### config.mk
export PLATFORM = sky130hd
export DESIGN_NAME = l2ob_ctrl
export DESIGN_NICKNAME = d
export VERILOG_FILES = /design/src/rtl/core/l2ob_pkg.sv /design/src/rtl/core/l2ob_ctrl.sv
export SDC_FILE = /design/constraint.sdc
export NUM_CORES = 1
export LEC_CHECK = 0
export BUFFER_PORTS_ARGS = -buffer_cell sky130_fd_sc_hd__clkbuf_2
export CAP_MARGIN = 20
export CORE_AREA = 2 2 39 41
export CTS_CLUSTER_SIZE = 8
export DETAILED_ROUTE_END_ITERATION = 10
export DIE_AREA = 0 0 41 43
export PLACE_DENSITY_LB_ADDON = 0.15
export SLEW_MARGIN = 5
export SYNTH_ARGS = -nofsm -noshare
export SYNTH_HDL_FRONTEND = slang
export SYNTH_SLANG_ARGS = --single-unit
### constraint.sdc
create_clock -name i_clk -period 3.43 [get_ports i_clk]
set_clock_uncertainty 0.2 [all_clocks]
set_input_delay 0.343 -clock i_clk [delete_from_list [all_inputs] [get_ports i_clk]]
set_output_delay 0.343 -clock i_clk [all_outputs]
set_load 0.02 [all_outputs]
### src/rtl/core/l2ob_pkg.sv
// ----------------------------------------------------------------------------
// l2ob_pkg
// Shared types and constants for the level-2 order book block.
// ----------------------------------------------------------------------------
package l2ob_pkg;

    localparam int unsigned LEVELS_DEF = 64;

    typedef enum logic [1:0] {
        FN_APPLY       = 2'd0,
        FN_CLEAR_APPLY = 2'd1,
        FN_CLEAR       = 2'd2,
        FN_NONE        = 2'd3
    } t_func;

    typedef enum logic [2:0] {
        ST_IDLE,
        ST_SEARCH,
        ST_SHIFT,
        ST_MUL,
        ST_SQRT,
        ST_DONE
    } t_state;

    // controller -> datapath
    typedef struct packed {
        logic load;       // capture item, apply clears
        logic search_go;  // start scan of selected side
        logic shift_go;   // start insert/delete shift
        logic mul_go;     // form bid*ask product
        logic sqrt_go;    // start root iterations
        logic emit;       // drive result strobe
    } t_cmd;

    // datapath -> controller
    typedef struct packed {
        logic do_apply;
        logic search_done;
        logic need_shift;
        logic shift_done;
        logic book_valid;
        logic sqrt_done;
    } t_status;

endpackage

### src/rtl/core/l2ob_ctrl.sv
// ----------------------------------------------------------------------------
// l2ob_ctrl
// Sequencer for one update: search, shift, multiply, square root, emit.
// ----------------------------------------------------------------------------
module l2ob_ctrl (
    input  logic              i_clk,
    input  logic              i_rst_n,
    input  logic              start,
    output logic              busy,
    input  l2ob_pkg::t_status i_sts,
    output l2ob_pkg::t_cmd    o_cmd
);
    import l2ob_pkg::*;

    t_state r_state, n_state;

    always_ff @(posedge i_clk) begin
        if (!i_rst_n) begin
            r_state <= ST_IDLE;
        end else begin
            r_state <= n_state;
        end
    end

    always_comb begin
        n_state = r_state;
        unique case (r_state)
            ST_IDLE:   if (start) n_state = ST_SEARCH;
            ST_SEARCH: begin
                if (!i_sts.do_apply) begin
                    n_state = i_sts.book_valid ? ST_MUL : ST_DONE;
                end else if (i_sts.search_done) begin
                    if (i_sts.need_shift) n_state = ST_SHIFT;
                    else n_state = i_sts.book_valid ? ST_MUL : ST_DONE;
                end
            end
            ST_SHIFT:  if (i_sts.shift_done) n_state = i_sts.book_valid ? ST_MUL : ST_DONE;
            ST_MUL:    n_state = ST_SQRT;
            ST_SQRT:   if (i_sts.sqrt_done) n_state = ST_DONE;
            ST_DONE:   n_state = ST_IDLE;
            default:   n_state = ST_IDLE;
        endcase
    end

    always_comb begin
        o_cmd = '0;
        busy  = 1'b1;
        unique case (r_state)
            ST_IDLE: begin
                busy       = 1'b0;
                o_cmd.load = start;
            end
            ST_SEARCH: o_cmd.search_go = 1'b1;
            ST_SHIFT:  o_cmd.shift_go  = 1'b1;
            ST_MUL:    o_cmd.mul_go    = 1'b1;
            ST_SQRT:   o_cmd.sqrt_go   = 1'b1;
            ST_DONE:   o_cmd.emit      = 1'b1;
            default:   busy = 1'b1;
        endcase
    end

    assert property (@(posedge i_clk) disable iff (!i_rst_n)
        (r_state == ST_IDLE && start) |=> r_state == ST_SEARCH)
        else $error("accepted item did not enter search");
    assert property (@(posedge i_clk) disable iff (!i_rst_n)
        o_cmd.emit |=> !busy)
        else $error("block not idle after result");
    assert property (@(posedge i_clk) disable iff (!i_rst_n)
        (r_state == ST_MUL) |=> (r_state == ST_SQRT))
        else $error("multiply not followed by root");
endmodule

==> results of run 1 <==
[final timing paths]
kind	from	endpoint	cells past startpoint
worst max-delay path	r_state[1]	o_cmd[5]	3
worst min-delay path	i_rst_n	r_state[2]	2
worst max register to register	r_state[1]	r_state[1]	3
worst min register to register	r_state[1]	r_state[1]	2
[Yosys cell counts (2+ instances only)]
master    count  area [um2]
a21oi_1       2        10.0
nor2_1        5        18.8
dfxtp_1       3        60.1
nand2_1       2        7.51
nor2b_1       2        12.5
nor3_1        2        10.0
nand2b_1      2        12.5
o211ai_1      2        15.0
buf_2         2        10.0
a22oi_1       2        15.0
and2_1        2        12.5
[stage by stage]
| step | setup WS, ns | cells | hold slack [ns] |
|---|---|---|---|
| 2_1_floorplan | 1.62 | 40 | 0.260 |
| 3_3_place_gp | 1.80 | 68 | 0.442 |
| 3_5_place_dp | 1.80 | 68 | 0.435 |
| 4_1_cts | 1.54 | 72 | 0.191 |
| 5_1_grt | 1.45 | 72 | 0.205 |
| 6_report | 1.55 | 72 | 0.201 |
[critical path, stage by stage, from the launching register on]
cell and delay (ns):
dfxtp_1 0.41, or3_1 0.43, nor2_1 0.09, clkbuf_2 0.17
[routing by layer]
layer / track usage, % / vias up / share of wire [%]
met3: 1.57 / 0 / 5.9
li1: - / 177 / -
met4: 8.00 / 0 / 0
met5: 0 / - / 0
met1: 11.5 / 142 / 47
met2: 14.7 / 11 / 47
[power groups by stage]
stage | clock network, mW | registers (mW) | logic (mW)
after global placement | 0 | 0.0636 | 0.0999
after global routing | 0.0683 | 0.0650 | 0.110
after detailed placement | 0 | 0.0631 | 0.0994
final | 0.0612 | 0.0621 | 0.0999
after floorplan | 0 | 0.0455 | 0.0912
after CTS | 0.0651 | 0.0622 | 0.101
[layout make-up]
cell class	count	area, um2	share of cell area (%)
multi-input cells	32	196	51.0
repair buffers	15	75.1	19.5
flip-flops and latches	3	60.1	15.6
clock buffers	4	26.3	6.82
well taps	16	20.0	5.19
inverters	2	7.51	1.95
[cells by family after synthesis]
kind of cell    Yosys count  synth area share (%)
buf+inv                   5                  8.89
simple gates             20                  38.2
compound gates           12                  31.6
flops                     3                  21.3
==> flow_summary.rst, run 1 <==
.. list-table::
   :header-rows: 1

   * - Metric
     - Value
   * - Synth cell types
     - 25
   * - Post-Route Utilization
     - 27.8%
   * - Class of the tightest hold or removal check
     - in2reg
   * - HPWL Detailed
     - 539 um
   * - Post-Syn Area per Cell
     - 7.04 um2
   * - Number of clock sinks
     - 3
   * - Via density per instance
     - 4.58
   * - Gates resized, CTS repair
     - 0
   * - Via count of the first global-routing pass
     - 320
   * - Gpl congestion
     - a little under 0.7
   * - Nature of the critical path startpoint
     - flip-flop
   * - Number of hold violations in the final report
     - 0
   * - Synth async-reset ratio
     - 0%
   * - Detailed Routing Iterations Pass 1
     - 4
   * - Seq/Total Area, Yosys
     - 21.3%
   * - Layout Area Growth over Synthesis
     - 36.9%
   * - Most common library cell in the layout ignoring fill and taps
     - clkbuf_2
   * - Part of the power in combinational logic
     - ~45%
   * - Total of flip-flops plus latches after synthesis
     - 3
   * - Antenna violations before repair
     - 0
   * - Synthesized cell area
     - 282 um2
   * - Number of synthesis warnings
     - 0
   * - Placement Rows
     - 14
   * - Number of enable flip-flop cells after synthesis
     - 0
   * - Initial core utilization
     - a little over 20%
   * - Count of port buffers added during placement
     - 15
   * - Chip Height
     - 43 um
   * - Unrepaired setup endpoints after global routing
     - no
   * - Total Wirelength
     - between 700 and 800 um
   * - Reg-to-reg slack, setup
     - 1.87 ns
   * - Minimum clock period
     - approximately 1.9 ns
   * - Diode insertion count for antenna repair
     - 0
   * - Flip-flop count of the largest register after layout
     - 3
   * - Largest registers
     - r_state: 3 flops
   * - Leakage
     - about 0.17 nW
   * - First-pass GRT wire length
     - 1180 um
   * - Sequential cell fraction of total power
     - around 28%
   * - Num ports
     - 16
   * - Number of antenna-violating nets in the routed design
     - 0
   * - Total overflow reported by the global router
     - 0
   * - Internal Dissipation
     - 0.128 mW
   * - Detailed-route wire length per cell
     - 10.1 um
   * - Clock buffers created by TritonCTS
     - 3
   * - Transition time at the pin with the least slew margin
     - 0.405 ns
   * - Count of max-cap constraint violations
     - 0
   * - Syn nets
     - 49
   * - Peak VDD IR
     - 0.189 mV
   * - Core area
     - around 1400 um2
   * - Final cycle utilization of the critical path
     - 54.7%
   * - Data arrival time of the critical path
     - 1.33 ns
   * - Power share of the clock group
     - between 20% and 30%
   * - Fin Setup TNS
     - 0 ns
   * - Cell count after synthesis
     - 40
   * - DRC
     - 0
   * - Post-Place Cell Area
     - 359 um2
   * - Final design instance area without fill
     - ~390 um2
   * - Number of filler cells placed in the layout
     - 153
   * - Predominant post-synthesis flop cell
     - dfxtp_1
   * - Total setup violations reported at the end of the flow
     - 0
   * - Switching power total
     - 0.0955 mW
   * - Violation count after the first detailed-route iteration
     - 10
   * - Final #Nets
     - 66
   * - Maximum number of pins on one net before global-route repair
     - 14
   * - Final-report max-slew violation count
     - 0
   * - Top library cells by usage in the layout, fill and taps aside
     - 15 x clkbuf_2, 5 x nor2_1, 3 x clkbuf_4, 3 x dfxtp_1
   * - Clock tree from TritonCTS
     - yes
   * - Number of buffers inserted by hold repair at cts
     - 0
   * - Area enclosed by the die boundary
     - 1760 um2
   * - Post-CTS setup repair buffer count
     - 0
   * - Pwr Total
     - 0.223 mW
   * - Register with the most flip-flops
     - r_state
   * - Required arrival time at the worst endpoint
     - 2.89 ns
   * - Ratio of cells with drive above 1 in the final layout
     - between 30% and 40%
   * - GRT Overall Usage
     - 9.82%
   * - Switching part of the total power
     - 42.8%
   * - Clock Tree Root
     - clkbuf_4
   * - Fmax
     - 533 MHz
   * - Outcome
     - complete, no violations
   * - Total via count after detailed routing
     - 330
   * - X dimension of the die
     - 41 um
   * - Post-CTS clock slew at the launch and capture registers of the worst setup and hold paths
     - 0.04 ns
   * - Pwr Density
     - around 580 nW/um2
   * - Htree depth
     - 1
   * - Kind of end point of the critical path
     - output pin
   * - Largest driver fanout on the critical path
     - 12
   * - Clock insertion delay at the later pin of the skew report
     - roughly 0.23 ns
   * - Deepest clock path buffer count
     - 2
   * - Worst max-slew margin expressed relative to the limit
     - 73.0%
   * - Type of the worst setup path
     - reg2out
Power figures use the tool's default switching activity.
==> inputs of run 2 (changes only) <==
- clock period: 3.43 -> 1.9 ns (I/O delays scaled with it)
==> flow_summary.rst, run 2 (synthesized netlist as in run 1, its figures left out) <==
.. list-table::
   :header-rows: 1

   * - Metric
     - Value
   * - Largest driver fanout on the critical path
     - 13
   * - Register with the most flip-flops
     - r_state
   * - Final-report max-slew violation count
     - 0
   * - Gpl congestion
     - ~0.7
   * - Outcome
     - complete, no violations
   * - Post-CTS setup repair buffer count
     - 0
   * - Post-CTS clock slew at the launch and capture registers of the worst setup and hold paths
     - 0.04 ns
   * - Number of buffers inserted by hold repair at cts
     - 0
   * - Required arrival time at the worst endpoint
     - 1.51 ns
   * - Worst max-slew margin expressed relative to the limit
     - 75.9%
   * - Slowest stage delay, CP
     - 0.41 ns
   * - Maximum number of pins on one net before global-route repair
     - 14
   * - Pwr Total
     - 0.405 mW
   * - Data arrival time of the critical path
     - 1.31 ns
   * - Most common library cell in the layout ignoring fill and taps
     - clkbuf_2
   * - Count of max-cap constraint violations
     - 0
   * - Largest delay share family, worst path
     - simple AND/OR/NAND/NOR gates
   * - First-pass GRT wire length
     - 1150 um
   * - Leakage
     - 0.179 nW
   * - Flip-flop count of the largest register after layout
     - 3
   * - Htree depth
     - 1
   * - GRT Overall Usage
     - 9.93%
   * - Core area
     - about 1400 um2
   * - Kind of end point of the critical path
     - output pin
   * - Final #Nets
     - 67
   * - Largest registers
     - r_state: 3 flops
   * - Clock Tree Root
     - clkbuf_4
   * - Total Wirelength
     - just over 700 um
   * - Violation count after the first detailed-route iteration
     - 11
   * - Number of antenna-violating nets in the routed design
     - 0
   * - Unrepaired setup endpoints after global routing
     - no
   * - Layout Area Growth over Synthesis
     - 39.6%
   * - Final design instance area without fill
     - 393 um2
   * - Fin Setup TNS
     - 0 ns
   * - DRC
     - 0
   * - Class of the tightest hold or removal check
     - in2reg
   * - Clock insertion delay at the later pin of the skew report
     - 0.23 ns
   * - HPWL Detailed
     - 564 um
   * - Total setup violations reported at the end of the flow
     - 0
   * - Crit path buf inv count
     - 1
   * - Initial core utilization
     - between 20% and 30%
   * - Cell type of the slowest stage on the worst timing path
     - or3_1
   * - Fmax
     - 590 MHz
   * - Detailed Routing Iterations Pass 1
     - 2
   * - Num ports
     - 16
   * - Diode insertion count for antenna repair
     - 0
   * - Ratio of cells with drive above 1 in the final layout
     - 38.6%
   * - Via density per instance
     - 4.63
   * - Placement Rows
     - 14
   * - Via count of the first global-routing pass
     - 312
   * - Chip Height
     - 43 um
   * - Deepest clock path buffer count
     - 2
   * - Top library cells by usage in the layout, fill and taps aside
     - 15 x clkbuf_2, 5 x nor2_1, 3 x clkbuf_4, 3 x dfxtp_1
   * - Detailed-route wire length per cell
     - 9.68 um
   * - Count of placed standard cells including taps
     - about 70
   * - Post-Place Cell Area
     - 367 um2
   * - Final Instance Count excl. Fillers
     - between 70 and 80
   * - Area enclosed by the die boundary
     - 1760 um2
   * - Cell-by-cell listing of the critical path
     - or3_1 > nor2_1 > clkbuf_2
   * - Antenna violations before repair
     - 0
   * - Total via count after detailed routing
     - 338
   * - Nature of the critical path startpoint
     - flip-flop
   * - Clock tree from TritonCTS
     - yes
   * - Type of the worst setup path
     - reg2out
   * - Transition time at the pin with the least slew margin
     - 0.361 ns
   * - Number of hold violations in the final report
     - 0
   * - Total overflow reported by the global router
     - 0
   * - Number of clock sinks
     - 3
   * - X dimension of the die
     - 41 um
   * - Clock buffers created by TritonCTS
     - 3
   * - Count of port buffers added during placement
     - 15
   * - Pwr Density
     - 1030 nW/um2
   * - Peak VDD IR
     - 0.365 mV
   * - Minimum clock period
     - ~1.7 ns
   * - Final cycle utilization of the critical path
     - 89.2%
   * - Gates resized, CTS repair
     - 0
## run 2: final cells by class
type / instances / area, um2
Clock buffer: 4 / 26.3
Tap cell: 16 / 20.0
Timing Repair Buffer: 16 / 82.6
Fill cell: 176 / 991
Inverter: 2 / 7.51
Multi-Input combinational cell: 32 / 196
Sequential cell: 3 / 60.1
## run 2: report_power, final
group	switching, mW	leakage (nW)	internal, mW
registers	0.0306	0.0247	0.0760
clock network	0.0329	0.0150	0.0787
logic	0.108	0.139	0.0791
## run 2: worst paths after layout
path         cells after the start       start  slack, ns    endpoint
max                              3  r_state[2]       0.20    o_cmd[5]
min                              2     i_rst_n       0.04  r_state[2]
max reg2reg                      4  r_state[0]       0.42  r_state[2]
min reg2reg                      2  r_state[1]       0.39  r_state[1]
## run 2: metal layers
metal | up-vias | routed length [um] | part of all wire (%) | track usage (%)
met4 | 0 | 0 | 0 | 6.00
met2 | 13 | 326 | 46 | 14.4
met5 | - | 0 | 0 | 0
li1 | 179 | - | - | -
met3 | 0 | 60 | 8.5 | 6.28
met1 | 146 | 320 | 45 | 10.3
## run 2: metrics by stage
stage / setup WS (ns) / util [%] / hold slack, ns
final: 0.205 / 28.4 / 0.0404
after global routing: 0.128 / 28.4 / 0.0275
after CTS: 0.181 / 28.4 / 0.0349
after detailed placement: 0.420 / 26.5 / 0.283
after global placement: 0.411 / 26.5 / 0.283
after floorplan: 0.241 / - / 0.107
==> inputs of run 3 (changes only) <==
- GPL_TIMING_DRIVEN: not set -> 0
- MAX_ROUTING_LAYER: not set -> met4
==> flow_summary.rst, run 3 (synthesized netlist as in run 1, its figures left out) <==
.. list-table::
   :header-rows: 1

   * - Metric
     - Value
   * - Unrepaired setup endpoints after global routing
     - no
   * - Number of antenna-violating nets in the routed design
     - 0
   * - Kind of end point of the critical path
     - output pin
   * - Number of filler cells placed in the layout
     - about 170
   * - GRT Overall Usage
     - 11.0%
   * - Detailed Routing Iterations Pass 1
     - 4
   * - Wire length on met1
     - 370 um
   * - Clock tree from TritonCTS
     - yes
   * - Fin Setup TNS
     - 0 ns
   * - Peak VDD IR
     - 0.343 mV
   * - Minimum clock period
     - about 1.8 ns
   * - Detailed-route wire length per cell
     - approximately 10 um
   * - Maximum number of pins on one net before global-route repair
     - 11
   * - Post-CTS clock slew at the launch and capture registers of the worst setup and hold paths
     - 0.04 ns
   * - Violation count after the first detailed-route iteration
     - 9
   * - Initial core utilization
     - 20.3%
   * - Via count of the first global-routing pass
     - between 300 and 400
   * - Clock insertion delay at the later pin of the skew report
     - 0.24 ns
   * - Deepest clock path buffer count
     - 2
   * - DRC
     - 0
   * - Total Wirelength
     - 780 um
   * - Final #Nets
     - 69
   * - Flip-flop count of the largest register after layout
     - 3
   * - Nature of the critical path startpoint
     - flip-flop
   * - First-pass GRT wire length
     - 1250 um
   * - Count of placed standard cells including taps
     - between 70 and 80
   * - Register with the most flip-flops
     - r_state
   * - Via density per instance
     - 4.73
   * - Total via count after detailed routing
     - 355
   * - X dimension of the die
     - 41 um
   * - Worst max-slew margin expressed relative to the limit
     - 83.8%
   * - Post-CTS setup repair buffer count
     - 0
   * - Final Instance Count excl. Fillers
     - 75
   * - Clock buffers created by TritonCTS
     - 3
   * - Most common library cell in the layout ignoring fill and taps
     - clkbuf_2
   * - Data arrival time of the critical path
     - 1.39 ns
   * - Total overflow reported by the global router
     - 0
   * - Layout Area Growth over Synthesis
     - 43.1%
   * - Num ports
     - 16
   * - Pwr Density
     - 1050 nW/um2
   * - Top library cells by usage in the layout, fill and taps aside
     - 15 x clkbuf_2, 5 x nor2_1, 3 x clkbuf_4, 3 x dfxtp_1
   * - Routed length on met2
     - 320 um
   * - Chip Height
     - between 40 and 50 um
   * - HPWL Detailed
     - 578 um
   * - Placement Rows
     - 14
   * - Htree depth
     - 1
   * - Gates resized, CTS repair
     - 0
   * - Diode insertion count for antenna repair
     - 0
   * - Number of buffers inserted by hold repair at cts
     - 0
   * - Fmax
     - 561 MHz
   * - Clock Tree Root
     - clkbuf_4
   * - Final-report max-slew violation count
     - 0
   * - Transition time at the pin with the least slew margin
     - about 0.24 ns
   * - Type of the worst setup path
     - reg2out
   * - Outcome
     - complete, no violations
   * - Area enclosed by the die boundary
     - 1760 um2
   * - Class of the tightest hold or removal check
     - in2reg
   * - Final cycle utilization of the critical path
     - 93.8%
   * - Total setup violations reported at the end of the flow
     - 0
   * - Gpl congestion
     - 0.707
   * - Leakage
     - 0.189 nW
   * - Number of clock sinks
     - 3
   * - Number of hold violations in the final report
     - 0
   * - Core area
     - 1380 um2
   * - Required arrival time at the worst endpoint
     - 1.51 ns
   * - Ratio of cells with drive above 1 in the final layout
     - 40.7%
   * - Met3 routed WL
     - 75 um
   * - Count of port buffers added during placement
     - 15
   * - Pwr Total
     - 0.424 mW
   * - Antenna violations before repair
     - 0
   * - Count of max-cap constraint violations
     - 0
   * - Uppermost layer routed
     - met4
   * - Worst slack on hold paths
     - ~0.031 ns
   * - Largest driver fanout on the critical path
     - 10
   * - Largest registers
     - r_state: 3 flops
[run 3: cell types whose count changed in the layout (fill, tap and decap cells not counted), sizes merged]
cell / previous run / this run
buf: 1 / 3
[run 3: worst max-delay path, cell delays in order, from the launching register on]
cell	delay (ns)
dfxtp_1	0.31
buf_2	0.18
or3_1	0.40
nor2_1	0.09
clkbuf_2	0.17
[run 3: power breakdown]
group          switching (mW)  internal, mW  total, mW  leakage, nW
clock                  0.0376        0.0790      0.117       0.0150
combinational           0.136        0.0874      0.223        0.150
sequential            0.00857        0.0760     0.0845       0.0247
[run 3: worst paths after layout]
check                    end  slack, ns        from  cells after the start
hold reg to reg   r_state[1]       0.47  r_state[2]                      2
hold / removal    r_state[2]       0.03     i_rst_n                      2
setup reg to reg  r_state[1]       0.50  r_state[0]                      4
setup / recovery    o_cmd[5]       0.12  r_state[1]                      4
[run 3: per-layer routing]
layer,up-vias,global-route usage (%)
li1,181,-
met1,156,13.8
met2,16,14.4
met3,2,4.71
met4,0,6.00
met5,-,-
[run 3: area by class of cell]
class                      count  area (um2)  share of cell area, %
multi-input combinational     32         196                   48.8
timing repair buffer          15        75.1                   18.6
sequential                     3        60.1                   14.9
clock buffer                   4        26.3                   6.52
tap                           16        20.0                   4.97
buffer                         3        17.5                   4.35
inverter                       2        7.51                   1.86
[run 3: metrics by stage]
step	area (um2)	util (%)	setup WS, ns
final	403	29.1	0.119
after floorplan	282	-	0.241
after global placement	377	27.2	0.362
after detailed placement	377	27.2	0.373
after CTS	403	29.1	0.105
after global routing	403	29.1	0.0564
